`config.mk`:
```
export PLATFORM = sky130hd
export DESIGN_NAME = alpha_uncomposite_background_core
export DESIGN_NICKNAME = d
export VERILOG_FILES = /design/src/rtl/auc_pkg.sv /design/src/rtl/auc_prep.sv /design/src/rtl/auc_cell.sv /design/src/rtl/alpha_uncomposite_background_core.sv
export VERILOG_INCLUDE_DIRS = /design/src /design/src/rtl
export SDC_FILE = /design/constraint.sdc
export NUM_CORES = 2
export LEC_CHECK = 0
export ABC_AREA = 1
export BUFFER_PORTS_ARGS = -buffer_cell sky130_fd_sc_hd__buf_2
export CORE_UTILIZATION = 25
export DETAILED_ROUTE_END_ITERATION = 7
export PLACE_DENSITY_LB_ADDON = 0.05
export SYNTH_ARGS = -nofsm -noshare
export SYNTH_HDL_FRONTEND = slang
export SYNTH_SLANG_ARGS = --single-unit
```
`constraint.sdc`:
```
create_clock -name clk_i -period 12.51 [get_ports clk_i]
set_input_delay 1.251 -clock clk_i [delete_from_list [all_inputs] [get_ports clk_i]]
set_output_delay 1.251 -clock clk_i [all_outputs]
set_load 0.03 [all_outputs]
```
`src/rtl/assert_macros.svh`:
```
// Assertion helpers used by alpha_uncomposite_background_core to check its own behavior.
`ifndef ASSERT_MACROS_SVH
`define ASSERT_MACROS_SVH

// Same-cycle implication, disabled while reset is asserted.
`define AUC_ASSERT_IMP(label, ante, cons, msg) \
  label: assert property (@(posedge clk_i) disable iff (!rst_ni) (ante) |-> (cons)) \
    else $error(msg);

// Next-cycle implication, disabled while reset is asserted.
`define AUC_ASSERT_NXT(label, ante, cons, msg) \
  label: assert property (@(posedge clk_i) disable iff (!rst_ni) (ante) |=> (cons)) \
    else $error(msg);

`endif

```
`src/rtl/auc_pkg.sv`:
```
`default_nettype none

package auc_pkg;

  localparam int unsigned CH_W   = 8;
  localparam int unsigned LANES  = 4;
  localparam int unsigned COLORS = 3;
  localparam int unsigned REM_W  = 17;
  localparam int unsigned QUO_W  = 9;
  localparam int unsigned DVS_W  = 9;
  localparam int unsigned CELLS  = QUO_W;

  localparam logic [CH_W-1:0] CH_MAX = 8'hFF;

  localparam int unsigned LANE_ALPHA = 3;

  // Work item carried down the divider chain. Lanes 0..2 are red, green and
  // blue, lane 3 is alpha.
  typedef struct packed {
    logic [LANES-1:0][REM_W-1:0]  rem;
    logic [LANES-1:0][QUO_W-1:0]  quo;
    logic [DVS_W-1:0]             dvs;
    logic                         opaque;
    logic [COLORS-1:0][CH_W-1:0]  comp;
  } stage_t;

endpackage

`default_nettype wire

```
`src/rtl/auc_prep.sv`:
```
`default_nettype none

module auc_prep (
  input  wire logic                  clk_i,
  input  wire logic                  rst_ni,
  input  wire logic                  valid_i,
  output logic                       ready_o,
  input  wire logic [63:0]           data_i,
  output logic                       valid_o,
  input  wire logic                  ready_i,
  output auc_pkg::stage_t            data_o
);

  logic [auc_pkg::LANES-1:0][auc_pkg::CH_W-1:0]   c_in;
  logic [auc_pkg::LANES-1:0][auc_pkg::CH_W-1:0]   f_in;
  logic [auc_pkg::LANES-1:0][15:0]                prod_c;
  logic [auc_pkg::LANES-1:0][15:0]                prod_f;
  logic [auc_pkg::LANES-1:0][16:0]                diff;
  logic [auc_pkg::LANES-1:0][15:0]                num;
  logic [auc_pkg::CH_W-1:0]                       fa;
  logic [auc_pkg::CH_W-1:0]                       den;
  auc_pkg::stage_t                                data_d;
  auc_pkg::stage_t                                data_q;
  logic                                           valid_q;

  assign fa  = data_i[63:56];
  assign den = auc_pkg::CH_MAX - fa;

  // The alpha lane has the same form as a color lane with the foreground
  // value tied to full scale: 255*ca - fa*255.
  always_comb begin
    for (int l = 0; l < auc_pkg::LANES; l++) begin
      c_in[l] = data_i[l*8 +: 8];
      if (l == auc_pkg::LANE_ALPHA) begin
        f_in[l] = auc_pkg::CH_MAX;
      end else begin
        f_in[l] = data_i[32 + l*8 +: 8];
      end
    end
  end

  always_comb begin
    data_d = '0;
    for (int l = 0; l < auc_pkg::LANES; l++) begin
      prod_c[l] = {c_in[l], 8'h00} - {8'h00, c_in[l]};
      prod_f[l] = 16'(fa) * 16'(f_in[l]);
      diff[l]   = {1'b0, prod_c[l]} - {1'b0, prod_f[l]};
      // A negative numerator rounds to zero, as does a zero numerator.
      num[l]    = diff[l][16] ? 16'h0000 : diff[l][15:0];
      // Round to nearest: floor((2n + d) / 2d).
      data_d.rem[l] = {num[l], 1'b0} + {9'h000, den};
    end
    data_d.dvs    = {den, 1'b0};
    data_d.opaque = (fa == auc_pkg::CH_MAX);
    for (int k = 0; k < auc_pkg::COLORS; k++) begin
      data_d.comp[k] = data_i[k*8 +: 8];
    end
  end

  assign ready_o = !valid_q || ready_i;

  always_ff @(posedge clk_i or negedge rst_ni) begin
    if (!rst_ni) begin
      valid_q <= 1'b0;
    end else if (ready_o) begin
      valid_q <= valid_i;
    end
  end

  always_ff @(posedge clk_i) begin
    if (valid_i && ready_o) begin
      data_q <= data_d;
    end
  end

  assign valid_o = valid_q;
  assign data_o  = data_q;

endmodule

`default_nettype wire

```
`src/rtl/auc_cell.sv`:
```
`default_nettype none

module auc_cell #(
  parameter int unsigned Shift = 0
) (
  input  wire logic                  clk_i,
  input  wire logic                  rst_ni,
  input  wire logic                  valid_i,
  output logic                       ready_o,
  input  wire auc_pkg::stage_t       data_i,
  output logic                       valid_o,
  input  wire logic                  ready_i,
  output auc_pkg::stage_t            data_o
);

  logic [auc_pkg::REM_W-1:0] dvs_sh;
  auc_pkg::stage_t           data_d;
  auc_pkg::stage_t           data_q;
  logic                      valid_q;

  assign dvs_sh = {{(auc_pkg::REM_W - auc_pkg::DVS_W){1'b0}}, data_i.dvs} << Shift;

  // One restoring step per lane: this cell decides quotient bit Shift.
  always_comb begin
    data_d = data_i;
    for (int l = 0; l < auc_pkg::LANES; l++) begin
      if (data_i.rem[l] >= dvs_sh) begin
        data_d.rem[l]        = data_i.rem[l] - dvs_sh;
        data_d.quo[l][Shift] = 1'b1;
      end
    end
  end

  assign ready_o = !valid_q || ready_i;

  always_ff @(posedge clk_i or negedge rst_ni) begin
    if (!rst_ni) begin
      valid_q <= 1'b0;
    end else if (ready_o) begin
      valid_q <= valid_i;
    end
  end

  always_ff @(posedge clk_i) begin
    if (valid_i && ready_o) begin
      data_q <= data_d;
    end
  end

  assign valid_o = valid_q;
  assign data_o  = data_q;

endmodule

`default_nettype wire

```
`src/rtl/alpha_uncomposite_background_core.sv`:
```
// Inverse over compositing for RGBA8 pixels: recovers the background pixel
// from a composite pixel and the foreground that was blended over it.
//
// Input stream (s_axis): one transfer carries the composite and foreground
// pixels. Output stream (m_axis): one transfer carries the background pixel.
// Every input transfer gives exactly one output transfer, in order.
//
// A front stage forms the rounded numerators and the divisor, then a chain
// of nine division cells resolves one quotient bit each, from the overflow
// bit down to bit 0; the last cell doubles as the output register.
// A pixel passes the front stage register and then all nine cell registers
// before it can leave. The block takes one pixel in every cycle while the
// output is not stalled.
//
// When the receiver holds m_axis_tready low, the chain fills up behind the
// output and s_axis_tready falls once every stage holds a pixel; up to ten
// pixels are in flight. Reset empties the chain; no pixel survives it.
// A foreground alpha of 255 passes the composite color with alpha 0.
`default_nettype none

`include "assert_macros.svh"

module alpha_uncomposite_background_core (
  input  wire logic         clk_i,
  input  wire logic         rst_ni,
  input  wire logic         s_axis_tvalid_i,
  output logic              s_axis_tready_o,
  // comp_red, comp_green, comp_blue, comp_alpha, fg_red, fg_green, fg_blue,
  // fg_alpha, 8 bits each from the lowest bit up.
  input  wire logic [63:0]  s_axis_tdata_i,
  output logic              m_axis_tvalid_o,
  input  wire logic         m_axis_tready_i,
  // bg_red, bg_green, bg_blue, bg_alpha, 8 bits each from the lowest bit up.
  output logic [31:0]       m_axis_tdata_o
);

  auc_pkg::stage_t                     pipe [0:auc_pkg::CELLS];
  logic [auc_pkg::CELLS:0]             pipe_valid;
  logic [auc_pkg::CELLS+1:0]           pipe_ready;
  auc_pkg::stage_t                     tail;
  logic [auc_pkg::LANES-1:0][7:0]      bg;
  logic [auc_pkg::REM_W-1:0]           tail_dvs_ext;

  auc_prep u_prep (
    .clk_i   (clk_i),
    .rst_ni  (rst_ni),
    .valid_i (s_axis_tvalid_i),
    .ready_o (pipe_ready[0]),
    .data_i  (s_axis_tdata_i),
    .valid_o (pipe_valid[0]),
    .ready_i (pipe_ready[1]),
    .data_o  (pipe[0])
  );

  for (genvar k = 0; k < auc_pkg::CELLS; k++) begin : g_cell
    auc_cell #(
      .Shift (auc_pkg::QUO_W - 1 - k)
    ) u_cell (
      .clk_i   (clk_i),
      .rst_ni  (rst_ni),
      .valid_i (pipe_valid[k]),
      .ready_o (pipe_ready[k+1]),
      .data_i  (pipe[k]),
      .valid_o (pipe_valid[k+1]),
      .ready_i (pipe_ready[k+2]),
      .data_o  (pipe[k+1])
    );
  end

  assign pipe_ready[auc_pkg::CELLS+1] = m_axis_tready_i;
  assign s_axis_tready_o              = pipe_ready[0];

  assign tail = pipe[auc_pkg::CELLS];

  assign tail_dvs_ext = {{(auc_pkg::REM_W - auc_pkg::DVS_W){1'b0}}, tail.dvs};

  // A set overflow bit means the quotient reached 256 and saturates.
  always_comb begin
    for (int l = 0; l < auc_pkg::LANES; l++) begin
      if (tail.opaque) begin
        bg[l] = (l == auc_pkg::LANE_ALPHA) ? 8'h00 : tail.comp[l % auc_pkg::COLORS];
      end else if (tail.quo[l][auc_pkg::QUO_W-1]) begin
        bg[l] = auc_pkg::CH_MAX;
      end else begin
        bg[l] = tail.quo[l][auc_pkg::QUO_W-2:0];
      end
    end
  end

  assign m_axis_tvalid_o = pipe_valid[auc_pkg::CELLS];
  assign m_axis_tdata_o  = bg;

  // A finished red division leaves a remainder below the divisor unless it saturated.
  `AUC_ASSERT_IMP(a_rem_below_dvs,
    m_axis_tvalid_o && !tail.opaque && !tail.quo[0][auc_pkg::QUO_W-1],
    tail.rem[0] < tail_dvs_ext, "red remainder not below divisor")

  // Background alpha can never exceed full scale, so its overflow bit stays clear.
  `AUC_ASSERT_IMP(a_alpha_no_ovf,
    m_axis_tvalid_o && !tail.opaque,
    !tail.quo[auc_pkg::LANE_ALPHA][auc_pkg::QUO_W-1], "alpha quotient overflowed")

  // A translucent foreground always leaves a nonzero divisor in the chain.
  `AUC_ASSERT_IMP(a_dvs_nonzero,
    pipe_valid[0] && !pipe[0].opaque,
    pipe[0].dvs != '0, "zero divisor for translucent foreground")

  // A stalled output keeps its pixel in the last cell.
  `AUC_ASSERT_NXT(a_tail_hold,
    m_axis_tvalid_o && !m_axis_tready_i,
    m_axis_tvalid_o && $stable(m_axis_tdata_o), "stalled output pixel changed")

endmodule

`default_nettype wire
```
# Yosys cells after proc, flatten, opt, wreduce, memory -nomap -nowiden
# Cells that the tools add are included.
dict set report word_totals {
  word_cells 323
  register_bits 1124
  in_bits 68
}
dict set report op_classes {
  n_eq_ne 1
  add_sub_neg 45
  multipliers 4
  order_cmp 36
  reduce_logical 30
  mux 44
}
# cell n
set op_table {}
lappend op_table {{17-bit two-way mux} 32}
lappend op_table {{17-bit by 8-bit adder with 17-bit output} 4}
lappend op_table {{17-bit by 10-bit >= comparator with 1-bit output} 4}
lappend op_table {{17-bit by 11-bit >= comparator with 1-bit output} 4}
lappend op_table {{17-bit by 12-bit >= comparator with 1-bit output} 4}
lappend op_table {{17-bit by 13-bit >= comparator with 1-bit output} 4}
lappend op_table {{17-bit by 14-bit >= comparator with 1-bit output} 4}
lappend op_table {{17-bit by 15-bit >= comparator with 1-bit output} 4}
lappend op_table {{17-bit by 16-bit >= comparator with 1-bit output} 4}
lappend op_table {{17-bit >= comparator} 4}
lappend op_table {{17-bit by 9-bit >= comparator with 1-bit output} 4}
lappend op_table {{16-bit by 16-bit subtractor with 17-bit output} 4}
lappend op_table {{17-bit by 10-bit subtractor with 17-bit output} 4}
lappend op_table {{17-bit by 11-bit subtractor with 17-bit output} 4}
lappend op_table {{17-bit by 12-bit subtractor with 17-bit output} 4}
lappend op_table {{17-bit by 13-bit subtractor with 17-bit output} 4}
lappend op_table {{17-bit by 14-bit subtractor with 17-bit output} 4}
lappend op_table {{17-bit by 15-bit subtractor with 17-bit output} 4}
lappend op_table {{17-bit by 16-bit subtractor with 17-bit output} 4}
lappend op_table {{17-bit subtractor} 4}
lappend op_table {{16-bit two-way mux} 4}
lappend op_table {{8-bit two-way mux} 8}
lappend op_table {{16-bit by 8-bit subtractor with 16-bit output} 4}
lappend op_table {{8-bit by 8-bit multiplier with 16-bit output} 3}
lappend op_table {{other kinds (6)} 33}

# Logic depth before layout (Yosys ltp)
dict set report depth {
  ltp_word 12
  depth_mapped 40
}

# Hierarchy
# Synthesis repeated with hierarchy kept, for this count alone.
dict set report hier_totals {
  hier_cells 10089
  area_unflattened_um2 87576.5
}
# mod area_per_inst_um2 instances cells_per_inst seq_area_each_um2
set modules_own_cells {}
lappend modules_own_cells {auc_prep 17768.3 1 2286 2937.8}
lappend modules_own_cells {{auc_cell at g_cell[6].u_cell} 8171.6 1 964 4169.0}
lappend modules_own_cells {{auc_cell at g_cell[7].u_cell} 8145.3 1 923 4169.0}
lappend modules_own_cells {{auc_cell at g_cell[8].u_cell} 8023.9 1 916 4169.0}
lappend modules_own_cells {{auc_cell at g_cell[4].u_cell} 7770.0 1 883 4169.0}
lappend modules_own_cells {{auc_cell at g_cell[2].u_cell} 7684.9 1 847 4169.0}
lappend modules_own_cells {{auc_cell at g_cell[3].u_cell} 7641.1 1 840 4169.0}
lappend modules_own_cells {{auc_cell at g_cell[5].u_cell} 7612.3 1 855 4169.0}
lappend modules_own_cells {{auc_cell at g_cell[1].u_cell} 7344.5 1 795 4169.0}
lappend modules_own_cells {{auc_cell at g_cell[0].u_cell} 6981.7 1 684 4169.0}
lappend modules_own_cells {alpha_uncomposite_background_core 432.9 1 96 0.0}

# Worst setup path before layout
# No wires, ideal clock.
dict set report synth_path {
  path_type {input -> register}
  from {in m_axis_tready_i}
  to {reg g_cell[1].u_cell.data_q, in the netlist g_cell[1].u_cell.data_o[0] (enable)}
  t_required_ns 11.906
  path_buffers 0
  setup_slack_ns 4.984
  arrival_time_ns 6.922
  setup_time_ns 0.604
  path_stages 12
  path_cell_list {nor2_1 inv_1 nor2_1 inv_1 nor2_1 inv_1 nor2_2 inv_1 nor2_1 nand2_1 nor2_2 a21oi_1}
}
dict set report synth_via {
  elab_chain_len 9
}
# element line
set synth_rtl {}
lappend synth_rtl {{start: declaration} alpha_uncomposite_background_core.sv:32} ;# input wire logic m_axis_tready_i,
lappend synth_rtl {{1-bit logical OR (8 in a row)} auc_cell.sv:34} ;# assign ready_o = !valid_q || ready_i;
lappend synth_rtl {{1-bit logical AND} auc_cell.sv:45} ;# if (valid_i && ready_o) begin
lappend synth_rtl {{end signal: assignment} auc_cell.sv:46} ;# data_q <= data_d;
lappend synth_rtl {{end: declaration} auc_cell.sv:18} ;# auc_pkg::stage_t data_q;
# No other way between the ends.
# A chain may end at the register's enable or synchronous reset.

==> results_dict.tcl <==
set metrics [dict create \
    status "finished, final reports clean" \
    io_buffer_count 101 \
    synth_edf_count 1078 \
    path_clk_slew_ns 0.06 \
    syn-cell-area_um2 64300 \
    rows 185 \
    first_pass_iters 5 \
    hp-class "in -> async" \
    final_cell_mix "edfxtp_1 (1078), nand2_1 (1077), inv_1 (1011)" \
    drc_errors 0 \
    tritoncts "built" \
    cp_max_fo 16 \
    routed_wirelength_um 190000 \
    rr_startpoint "g_cell[0].u_cell.data_o[27]$_DFFE_PP_" \
    max-clock-path-buffers 3 \
    grt_overflow 0 \
    rrSetupSlack_ns 8.70 \
    irDropWorstVdd_v 0.000147 \
    root_buffer "clkbuf_16" \
    ys_warn_count 0 \
    ant_nets 0 \
    grt_setup_unrepaired "no" \
    dpl_cell_area_um2 68900 \
    synth_top_area_share 0.503 \
    hold_viol 0 \
    layout_commonest_cell "edfxtp_1" \
    avgSynthCellArea_um2 10.3 \
    fp.dieW_um 509 \
    cts.sinks 1088 \
    final.period_utilization 0.576 \
    arrival_ns 7.77 \
    clk_latency_ns 0.82 \
    die_area_um2 259000 \
    grt_pass1_vias 44000 \
    cp_slowest_cell "fa_1" \
    drive_above_1_share 0.0688 \
    synthTopCellsByArea "edfxtp_1 (50%), ha_1 (9.3%), fa_1 (7.0%)" \
    synth_async_sr_flop_share 0.00919 \
    instances_no_fill 9899 \
    setup_slack_ns 5.30 \
    max_clock_freq_mhz 139 \
    synth_nets 6999 \
    p_per_area_nw_per_um2 314 \
    slowest_delay_ns 0.54 \
    crit_top_cell "inv_1" \
    cts_made_buffers 141 \
    synth_cell_type_count 64 \
    startpoint_type "input port" \
    ff_latch_area_um2 32600 \
    cts_setup_buffers 0 \
    htreeDepth 4 \
    relSlewSlack 0.219 \
    synthesis.instances 6229 \
    end_kind "flop" \
    preCtsSetupSlack_ns 4.43 \
    r2r_end "g_cell[1].u_cell.data_o[137]$_DFFE_PP_" \
    finalSetupViolCount 0 \
    dpl.cell_count 9632 \
    drt-wirelength-per-cell_um 19.2 \
    synth_flop_cell "edfxtp_1" \
    post-synth-top-area-cell "edfxtp_1" \
    skew_ns 0.0418 \
    p_total_w 0.0231 \
    design_area_um2 73500 \
    grt_start_max_net_pins 92 \
    rr_worst_depth 13 \
    grt_pass1_wl_um 284000 \
    drt_iter0_markers 2222 \
    synth_seq_area_share 0.507 \
    grt_usage 0.148 \
    drv_slew 0 \
    hpwl_um 149000 \
    antenna_found_initial 27 \
    num-fill-cells 26600 \
    tns_ns 0 \
    fp.dieH_um 509 \
    core_area_um2 255000 \
    layout.nets 7179 \
    syn_to_final_growth_pct 14.2 \
    start_util 0.252 \
    vias 42200 \
    maxCapViolCount 0 \
    required_ns 13.08 \
    multi_input_area_um2 27400 \
    io_pins 102 \
    p_leak_nw 30.8 \
    tightestPinTransition_ns 1.17 \
    cts_resized 0 \
    worstSetupPathType "in -> reg" \
    hold_buffers 0 \
    vias_per_cell 4.27 \
    globalplace.congestion 0.799 \
    min_period_ns 7.21 \
    ys_ff_latch 1088 \
]
power by group:
group	leakage, nW	total [W]	switching [W]	internal, W
clock	2.18	0.00396	0.00170	0.00227
combinational	18.1	0.0115	0.00746	0.00402
sequential	10.5	0.00764	0.00101	0.00663
through the flow:
stage                      util  hold slack [ns]
final                     0.288            0.313
after global routing      0.288            0.270
after CTS                 0.288            0.231
after detailed placement  0.270            0.405
after global placement    0.270            0.401
after floorplan               -            0.400
sequential cells by signal, indices dropped and copies added, names as in the netlist:
signal                 count
u_prep.data_o             97
g_cell.u_cell.data_o     981
u_prep.valid_o             1
g_cell.u_cell.valid_o      9
cells in the mapped netlist, types with 10 or more instances:
master       n
edfxtp_1  1078
nand2_1   1077
inv_1     1016
nor2_1     511
ha_1       476
a21oi_1    397
o21ai_0    266
fa_1       226
xor2_1     210
nand3_1    202
xnor2_1    141
nor3_1      81
nand4_1     65
clkbuf_1    61
nor4_1      51
o21bai_1    38
a21o_1      27
nand2_2     23
o211ai_1    21
or2_2       20
nand3b_1    18
a31oi_1     17
o21a_1      17
nor2_2      16
buf_2       15
nor3b_1     12
a211oi_1    11
buf_4       10
dfrtp_1     10
per-layer routing:
layer / track usage / wire, um
met4: 0.0417 / 4960
met3: 0.0224 / 6180
met1: 0.189 / 86900
met5: 0 / 34
met2: 0.258 / 92100
worst max-delay path, delay by kind of cell:
| kind | cells | cell delay (ns) |
|---|---|---|
| xor+xnor | 1 | 0.30 |
| buf+inv | 6 | 0.73 |
| compound gates | 8 | 1.36 |
| fa+ha+maj | 8 | 2.96 |
| simple gates | 9 | 1.16 |
final cells by class:
class,count,share of cell area
diodes,8,0.000272
clock buffers,177,0.0498
clock inverters,82,0.0124
inverters,1023,0.0525
multi-input cells,4019,0.373
flip-flops and latches,1088,0.444
well taps,3366,0.0573
repair buffers,136,0.0106
kinds of logic after synthesis:
group / Yosys count / share of synthesized area
muxes: 1 / 0.000175
and+or+nand+nor: 2102 / 0.139
buffers and inverters: 1122 / 0.0674
AOI/OAI and AO/OA: 862 / 0.0757
DFF: 1088 / 0.507
xor gates and xnor gates: 352 / 0.0480
adders and majority gates: 702 / 0.163
worst max path at each step:
stage	from	to	slack, ns	cells past startpoint
2_1_floorplan	m_axis_tready_i	g_cell[1].u_cell.data_o[0]$_DFFE_PP_	4.98	12
3_3_place_gp	s_axis_tdata_i[61]	u_prep.data_o[101]$_DFFE_PP_	4.48	34
3_5_place_dp	s_axis_tdata_i[61]	u_prep.data_o[101]$_DFFE_PP_	4.43	34
4_1_cts	s_axis_tdata_i[61]	u_prep.data_o[101]$_DFFE_PP_	5.34	34
5_1_grt	s_axis_tdata_i[11]	u_prep.data_o[101]$_DFFE_PP_	4.64	39
6_report	s_axis_tdata_i[0]	u_prep.data_o[83]$_DFFE_PP_	5.30	32
Note: power is estimated with default switching activity, not from simulation.
